`src/bitmap_frame_allocator_core_assert.svh`:
```
// Assertion macros for the bitmap frame allocator.
// Used by the top level only; no other dependencies.
`ifndef BITMAP_FRAME_ALLOCATOR_CORE_ASSERT_SVH
`define BITMAP_FRAME_ALLOCATOR_CORE_ASSERT_SVH

// Consequent must hold in the same cycle as the antecedent
`define BFA_ASSERT_NOW(label, clk, rst, ante, cons) \
   label: assert property (@(posedge clk) disable iff (rst) (ante) |-> (cons)) \
      else $error("assertion failed: same-cycle check");

// Consequent must hold in the cycle after the antecedent
`define BFA_ASSERT_NEXT(label, clk, rst, ante, cons) \
   label: assert property (@(posedge clk) disable iff (rst) (ante) |=> (cons)) \
      else $error("assertion failed: next-cycle check");

`endif

```
`src/bfa_pkg.sv`:
```
// Shared constants, codes and types for the bitmap frame allocator.
// No dependencies; imported by every module of the block.
package bfa_pkg;

   // Map geometry
   localparam int MAP_CELLS    = 4096;
   localparam int FRAME_BYTES  = 4096;
   localparam int ADDR_W       = 32;
   localparam int FRAME_SHIFT  = $clog2(FRAME_BYTES);
   localparam int CELL_BITS    = 8;
   localparam int BIT_W        = 3;
   localparam int CELL_FIELD_W = ADDR_W - FRAME_SHIFT - BIT_W;

   // Summary: one bit per cell, 64 cells per summary row
   localparam int SUM_BITS   = 64;
   localparam int COL_W      = 6;
   localparam int SUM_ROWS   = (MAP_CELLS + SUM_BITS - 1) / SUM_BITS;
   localparam int ROW_W      = (SUM_ROWS > 1) ? $clog2(SUM_ROWS) : 1;
   localparam int CELL_W     = ROW_W + COL_W;
   localparam int CELL_DEPTH = SUM_ROWS * SUM_BITS;
   localparam int FULL_W     = CELL_W + BIT_W + FRAME_SHIFT;

   // Command codes
   localparam logic [1:0] CMD_FREE  = 2'd0;
   localparam logic [1:0] CMD_USED  = 2'd1;
   localparam logic [1:0] CMD_ALLOC = 2'd2;

   // Status codes
   localparam logic [1:0] ST_DONE      = 2'd0;
   localparam logic [1:0] ST_NONE_FREE = 2'd1;
   localparam logic [1:0] ST_BEYOND    = 2'd2;

   typedef struct packed {
      logic [1:0]        command;
      logic [ADDR_W-1:0] byte_address;
   } req_payload_type;

   typedef struct packed {
      logic [ADDR_W-1:0] frame_address;
      logic [1:0]        status;
   } rsp_payload_type;

   // Controller to datapath
   typedef struct packed {
      logic clr_step;
      logic accept;
      logic mark_rd;
      logic top_pick;
      logic sum_pick;
      logic cell_pick;
      logic write_back;
      logic set_beyond;
      logic set_none;
      logic out_load;
   } bfa_cmd_type;

   // Datapath to controller
   typedef struct packed {
      logic clr_last;
      logic is_mark;
      logic is_alloc;
      logic beyond;
      logic top_empty;
      logic out_free;
   } bfa_stat_type;

endpackage

```
`src/bfa_ctrl.sv`:
```
// Controller state machine: clearing pass, command sequencing, result hand-off.
// Depends on bfa_pkg; drives the datapath through bfa_cmd_type.
module bfa_ctrl
   import bfa_pkg::*;
(
   input  logic         clock,
   input  logic         reset,
   input  logic         req_valid,
   output logic         req_stall,
   input  bfa_stat_type stat,
   output bfa_cmd_type  cmd
);

   typedef enum logic [2:0] {
      S_CLEAR,
      S_IDLE,
      S_DECODE,
      S_SUM,
      S_CELL,
      S_WRITE,
      S_DONE
   } state_type;

   state_type state_ff, state_in;

   // Next state and datapath commands
   always_comb begin
      state_in = state_ff;
      cmd      = '0;
      case (state_ff)
         S_CLEAR: begin
            cmd.clr_step = 1'b1;
            if (stat.clr_last) state_in = S_IDLE;
         end
         S_IDLE: begin
            if (req_valid) begin
               cmd.accept = 1'b1;
               state_in   = S_DECODE;
            end
         end
         S_DECODE: begin
            if (stat.is_mark) begin
               if (stat.beyond) begin
                  cmd.set_beyond = 1'b1;
                  state_in       = S_DONE;
               end else begin
                  cmd.mark_rd = 1'b1;
                  state_in    = S_WRITE;
               end
            end else if (stat.is_alloc) begin
               if (stat.top_empty) begin
                  cmd.set_none = 1'b1;
                  state_in     = S_DONE;
               end else begin
                  cmd.top_pick = 1'b1;
                  state_in     = S_SUM;
               end
            end else begin
               // undefined command: plain done
               state_in = S_DONE;
            end
         end
         S_SUM: begin
            cmd.sum_pick = 1'b1;
            state_in     = S_CELL;
         end
         S_CELL: begin
            cmd.cell_pick = 1'b1;
            state_in      = S_WRITE;
         end
         S_WRITE: begin
            cmd.write_back = 1'b1;
            state_in       = S_DONE;
         end
         S_DONE: begin
            if (stat.out_free) begin
               cmd.out_load = 1'b1;
               state_in     = S_IDLE;
            end
         end
         default: state_in = S_IDLE;
      endcase
   end

   // State register
   always_ff @(posedge clock) begin
      if (reset) begin
         state_ff <= S_CLEAR;
      end else begin
         state_ff <= state_in;
      end
   end

   assign req_stall = state_ff != S_IDLE;

endmodule

```
`config.mk`:
```
export PLATFORM = sky130hd
export DESIGN_NAME = bfa_ctrl
export DESIGN_NICKNAME = d
export VERILOG_FILES = /design/src/bitmap_frame_allocator_core_assert.svh /design/src/bfa_pkg.sv /design/src/bfa_ctrl.sv
export SDC_FILE = /design/constraint.sdc
export NUM_CORES = 1
export LEC_CHECK = 0
export ABC_AREA = 0
export BUFFER_PORTS_ARGS = -buffer_cell sky130_fd_sc_hd__buf_2
export CORE_AREA = 2 2 39 41
export DETAILED_ROUTE_END_ITERATION = 12
export DIE_AREA = 0 0 41 43
export HOLD_SLACK_MARGIN = 0.06
export SLEW_MARGIN = 20
export SYNTH_ARGS = -nofsm -noshare
export SYNTH_HDL_FRONTEND = slang
export SYNTH_SLANG_ARGS = --single-unit
```
`constraint.sdc`:
```
create_clock -name clock -period 1.5 [get_ports clock]
set_input_delay 0.3 -clock clock [delete_from_list [all_inputs] [get_ports clock]]
set_output_delay 0.3 -clock clock [all_outputs]
set_load 0.03 [all_outputs]
```
* Word-level counts from Yosys, hierarchy flattened *
Cells that the tools add are included.

operators by class
  reduce and logical (&&, ||, !) cells = 2
  multiplexer cells = 28
  equal/unequal tests = 10

operators with widths
  operator                                                               number
  3-bit case mux with 7 select lines                                     1
  1-bit two-way mux                                                      18
  3-bit two-way mux                                                      6
  3-bit equality test, second input constant                             3
  3-bit by 2-bit equality test with 1-bit output, second input constant  2
  2-bit two-way mux                                                      3
  2-bit != test, second input constant                                   3
  3-bit by 1-bit equality test with 1-bit output, second input constant  1
  3-bit zero test                                                        1
  3-bit by 1-bit != test with 1-bit output, second input constant        1
  3-bit AND reduction                                                    1

storage, ports and cells
  word-level logic and storage cells = 41
  bits of input ports = 9
  output and inout port bits = 11
  register bits after elaboration = 3

* Longest topological paths before layout *
Gate-level depths: netlist of the first run.

  depth after elaboration = 4
  mapped depth = 4
  depth with buffers taken out = 3

* Worst setup path after synthesis of the first run *
Ideal clock, no wire load.

  path kind = flip-flop to output port
  from = register state_ff[0]
  to = output port cmd[8] (netlist name)
  stages on the path, launching flop included = 5
  data required time = 1.200 ns
  data arrival time = 1.381 ns
  slack = -0.181 ns
  cell sequence = dfxtp_1 > buf_2 > nor2b_1 > nand2b_1 > nor2_1

RTL lines
  item                    RTL line        source
  start, declared         bfa_ctrl.sv:24  state_type state_ff, state_in;
  start signal, assigned  bfa_ctrl.sv:90  state_ff <= state_in;
  end, declared           bfa_ctrl.sv:11  output bfa_cmd_type cmd

==> results of run 1 <==
## power groups by stage
| stage | Combinational (µW) | Sequential [µW] | Clock, µW |
|---|---|---|---|
| 2_1_floorplan | 342 | 118 | 0 |
| 3_3_place_gp | 460 | 129 | 0 |
| 3_5_place_dp | 462 | 128 | 0 |
| 4_1_cts | 503 | 140 | 150 |
| 5_1_grt | 571 | 146 | 164 |
| 6_report | 532 | 141 | 141 |
## layout by cell type (no fill, tap or decap), drive strengths merged
cell type	n
mux2i	1
a221oi	2
and3	1
nor4bb	1
buf	23
clkbuf	5
or3	1
a31oi	1
nor3b	2
and4b	1
or3b	1
dfxtp	3
and2	1
or2b	1
o21ai	3
a21oi	2
nand2b	2
nor2b	2
inv	2
a32o	1
nor3	2
and4	1
nor2	4
nand2	3
## metrics by stage
step                setup TNS [ps]  power (µW)  cells  setup WS, ps
detailed placement               0         590     77          45.5
CTS                          -24.4         793     81         -12.9
global route                  -316         880     82         -86.9
global placement                 0         588     77          23.6
finish                       -4.75         815     82         -3.23
floorplan                    -74.4         460     41         -74.4
## worst max-delay path, cell delays in order (launching register included)
cell	delay [ps]
dfxtp_4	360
nor3b_4	230
and4b_2	260
buf_6	130
## synth_stat cells, drive strengths merged
library cell / number / area [µm²]
and4: 1 / 8.76
a32o: 1 / 10.0
a21oi: 2 / 10.0
or2b: 1 / 7.51
inv: 2 / 7.51
a31oi: 1 / 6.26
mux2i: 1 / 10.0
and4b: 1 / 11.3
dfxtp: 3 / 60.1
buf: 2 / 10.0
and2: 1 / 6.26
nand2b: 2 / 12.5
nor3: 2 / 10.0
nor4bb: 1 / 10.0
clkbuf: 1 / 3.75
or3b: 1 / 11.3
a221oi: 2 / 23.8
nor2: 4 / 15.0
o21ai: 3 / 15.0
nor3b: 2 / 15.0
nand2: 3 / 11.3
and3: 1 / 7.51
or3: 1 / 6.26
nor2b: 2 / 12.5
## cell families after synthesis
kind of cell	Yosys count
AND/OR/NAND/NOR	23
AO/OA/AOI/OAI	9
buffers and inverters	5
flip-flops	3
multiplexers	1
## per-layer routing
layer	vias to the layer above	share of wire [%]	track usage [%]
met1	170	43	14.4
met2	16	49	14.7
met4	0	0	4.00
met3	0	8.3	4.71
met5	-	0	0
li1	201	-	-
## layout make-up
cell class / count / area [µm²]
Tap cell: 16 / 20.0
Multi-Input combinational cell: 33 / 263
Fill cell: 144 / 838
Timing Repair Buffer: 24 / 165
Inverter: 2 / 7.51
Clock buffer: 4 / 26.3
Sequential cell: 3 / 63.8
## worst max path at each step
stage	slack (ps)	depth (start not counted)	end
CTS	-10	3	cmd[1]
finish	-3	3	cmd[1]
global placement	20	3	cmd[1]
global route	-90	3	cmd[1]
detailed placement	50	3	cmd[1]
floorplan	-70	4	cmd[8]
## what timing repair did
| item | in CTS | in global routing |
|---|---|---|
| endpoints found under the setup margin | 7 | 8 |
| pin swaps | 1 | 5 |
| hold endpoints to repair | 0 | 0 |
| gates resized for setup | 10 | 10 |
| setup buffers | 0 | 1 |
==> flow_summary.json, run 1 <==
{
  "largest_reg_flops": 3,
  "cts_root_buf": "clkbuf_4",
  "antenna_found_initial": 0,
  "numCtsBuffers": 3,
  "nets": 76,
  "min_period_ps": 1500,
  "cp_data_arrival_time_ps": 1200,
  "powerDensity_nw_per_um2": 1490,
  "worstPathRequired_ps": 1200,
  "p_clk_share_pct": 17.4,
  "drc": 0,
  "reg_top3": "state_ff: 3 flops",
  "startpoint": "state_ff[0]",
  "cp-end-kind": "output port",
  "synth-compound-area-share_pct": 21.6,
  "hold_violations": 0,
  "die_h_um": 43,
  "cts_tree": "done",
  "ant_nets": 0,
  "critPathLaunchType": "flop",
  "r2r_cells": 4,
  "cp_max_fo": 6,
  "diodes": 0,
  "synth_xor_area_share_pct": 0,
  "syn_area_per_cell_um2": 7.35,
  "rsz0062_at_grt": "yes",
  "yosys_register_bits": 3,
  "num_rows": 14,
  "synth_fp_nets": 50,
  "gp_congestion": 0.844,
  "grt_max_degree": 13,
  "setup_violations": 2,
  "holdWs_ps": 268,
  "wl_per_cell_um": 10.4,
  "synth_cell_types": 25,
  "die_area_um2": 1760,
  "finalCritPeriodShare_pct": 100,
  "intPower_uw": 441,
  "setup_ws_ps": -3.23,
  "clockBufferDepth": 2,
  "clock_skew_ps": 1.15,
  "grt_overflow_total": 0,
  "reg2reg_from": "state_ff[2]",
  "min_from": "reset",
  "firstDrtPassIters": 4,
  "seqPwrFrac_pct": 17.3,
  "io_pins": 20,
  "switching_share_pct": 45.9,
  "min_path_type": "in -> reg",
  "status": "finished with violations",
  "final_core_util_pct": 39.4,
  "switchingPower_uw": 374,
  "synth-simple-area-share_pct": 48.1,
  "drive_gt1_share_pct": 59.1,
  "p_comb_share_pct": 65.3,
  "path_class": "reg -> out",
  "reg2reg_to": "state_ff[1]",
  "regToRegSetupSlack_ps": 250,
  "worst_pin_slew_ps": 234,
  "via_count": 387,
  "start_util_pct": 21.8,
  "synth_top_family_by_area": "simple AND/OR/NAND/NOR gates",
  "synth_fa_ha_area_share_pct": 0,
  "die_w_um": 41,
  "syn_area_um2": 302,
  "design_area_um2": 546,
  "slew_headroom_pct": 84.2,
  "violations": "setup timing",
  "p_leak_uw": 0.000246,
  "coreArea_um2": 1380,
  "wirelength_um": 851,
  "htreeDepth": 1,
  "dp_hpwl_um": 618,
  "max_freq_mhz": 665,
  "syn_to_final_growth_pct": 80.9,
  "cap_violations": 0,
  "cts_hold_buffers": 0,
  "io_buffer_count": 19,
  "placed_cell_area_um2": 448,
  "cts_sinks": 3,
  "clk_latency_ps": 230,
  "netlist_instances": 41,
  "hold_path_depth": 2,
  "yosysWarningCount": 0,
  "regMostFlops": "state_ff",
  "gr-usage-all-layers_pct": 10.7,
  "drv_slew": 0,
  "min_to": "state_ff[0]",
  "synth-seq-area-share_pct": 19.9,
  "drt_iter0_drc": 8,
  "grt_pass1_wl_um": 1300,
  "via_per_inst": 4.72,
  "irDropWorstVdd_v": 0.000550,
  "synthMuxAreaShare_pct": 3.32,
  "grt_pass1_vias": 329,
  "clk_pin_slew_worst_paths_ps": 30
}
(Power assumes the default switching activity.)
==> run 2, diff against run 1 <==
--- a/config.mk
+++ b/config.mk
@@ -11,6 +11,7 @@
 export DETAILED_ROUTE_END_ITERATION = 12
 export DIE_AREA = 0 0 41 43
 export HOLD_SLACK_MARGIN = 0.06
+export MAX_ROUTING_LAYER = met4
 export SLEW_MARGIN = 20
 export SYNTH_ARGS = -nofsm -noshare
 export SYNTH_HDL_FRONTEND = slang
==> run 2 against run 1 <==
The flow still finishes with violations (setup timing); critical path depth stayed put; combinational power hardly changed; first-iteration DRC count is the same; setup slack better by 0.74 ps; sequential share of layout area is the same; die area unchanged; design area stayed put; worst hold slack stayed put; global-route usage grew 0.26 points; fmax barely moved; critical endpoint unchanged; largest cell class unchanged.
==> flow_summary.json, run 2 (same netlist as run 1, synthesis figures left out) <==
{
  "antenna_found_initial": 0,
  "final_cell_count_no_fill": 82,
  "drt_iter0_drc": 8,
  "grt_overflow_total": 0,
  "io_buffer_count": 19,
  "status": "finished with violations",
  "start_util_pct": 21.8,
  "num_rows": 14,
  "cts_root_buf": "clkbuf_4",
  "cts_tree": "done",
  "cts_hold_buffers": 0,
  "cp_data_arrival_time_ps": 1200,
  "dp_hpwl_um": 618,
  "grt_pass1_vias": 328,
  "min_period_ps": 1500,
  "powerDensity_nw_per_um2": 1490,
  "diodes": 0,
  "htreeDepth": 1,
  "worst_pin_slew_ps": 234,
  "final_common_cell": "buf_2",
  "setup_ws_ps": -2.48,
  "fillers": 144,
  "numCtsBuffers": 3,
  "clock_skew_ps": 1.15,
  "final_cell_mix": "buf_2, buf_4, clkbuf_4, buf_6",
  "nets": 76,
  "max_freq_mhz": 666,
  "min_path_type": "in -> reg",
  "clk_latency_ps": 230,
  "design_area_um2": 546,
  "finalCritPeriodShare_pct": 100,
  "multiInputGateArea_um2": 263,
  "cp-end-kind": "output port",
  "dp_cells": 77,
  "syn_to_final_growth_pct": 80.9,
  "clockBufferDepth": 2,
  "die_h_um": 43,
  "drc": 0,
  "drv_slew": 0,
  "via_count": 387,
  "cp_max_fo": 6,
  "worstPathRequired_ps": 1200,
  "holdWs_ps": 268,
  "ant_nets": 0,
  "drive_gt1_share_pct": 59.1,
  "gp_congestion": 0.857,
  "coreArea_um2": 1380,
  "violations": "setup timing",
  "irDropWorstVdd_v": 0.000550,
  "die_w_um": 41,
  "path_class": "reg -> out",
  "io_pins": 20,
  "largest_reg_flops": 3,
  "pre_cts_ws_ps": 45.5,
  "cap_violations": 0,
  "wl_per_cell_um": 10.4,
  "rsz0062_at_grt": "yes",
  "critPathLaunchType": "flop",
  "via_per_inst": 4.72,
  "grt_max_degree": 13,
  "cts_sinks": 3,
  "die_area_um2": 1760,
  "p_leak_uw": 0.000246,
  "gr-usage-all-layers_pct": 11.0,
  "regMostFlops": "state_ff",
  "hold_violations": 0,
  "finalPower_uw": 815,
  "firstDrtPassIters": 4,
  "clk_pin_slew_worst_paths_ps": 30,
  "placed_cell_area_um2": 448,
  "grt_pass1_wl_um": 1300,
  "setup_violations": 2,
  "seq_area_um2": 63.8,
  "slew_headroom_pct": 84.2,
  "reg_top3": "state_ff: 3 flops",
  "wirelength_um": 850
}
-- run 2: cell counts in the layout (fill, tap and decap cells not counted) --
No cell type changed its count.
-- run 2: cell type report --
type / instances / share of cell area (%)
clock buffer: 4 / 4.82
inverter: 2 / 1.38
multi-input combinational: 33 / 48.2
sequential: 3 / 11.7
tap: 16 / 3.67
timing repair buffer: 24 / 30.3
-- run 2: per-stage QoR --
| step | TNS [ps] | utilization (%) |
|---|---|---|
| 3_3_place_gp | 0 | 32.4 |
| 5_1_grt | -316 | 39.4 |
| 4_1_cts | -24.4 | 36.9 |
| 6_report | -4.00 | 39.4 |
| 3_5_place_dp | 0 | 32.4 |
| 2_1_floorplan | -74.4 | - |
-- run 2: path summary, 6_finish.rpt --
check | slack [ps] | cells after the start | endpoint | startpoint
min reg2reg | 600 | 2 | state_ff[0] | state_ff[0]
max | -2 | 3 | cmd[1] | state_ff[0]
max reg2reg | 250 | 4 | state_ff[1] | state_ff[2]
min | 270 | 2 | state_ff[0] | reset
-- run 2: critical path: stages, from the launching register on --
cell	delay [ps]
dfxtp_4	360
nor3b_4	230
and4b_2	260
buf_6	130
-- run 2: power by group --
group / leakage [µW] / internal, µW / switching (µW)
clock: 0.0000150 / 99.7 / 41.7
combinational: 0.000206 / 231 / 301
sequential: 0.0000254 / 111 / 30.5
-- run 2: per-layer routing --
layer	vias up	GRT usage [%]	share of wire (%)
met5	-	-	0
met4	0	4.00	0
li1	201	-	-
met3	0	4.71	7.8
met1	170	14.4	44
met2	16	14.7	49
-- run 2: what timing repair did --
action                                 in CTS  in global routing
endpoints found under the hold margin       0                  0
buffers inserted                            0                  1
setup endpoints to repair                   7                  8
resized for setup                          10                 10
pin swaps                                   1                  5
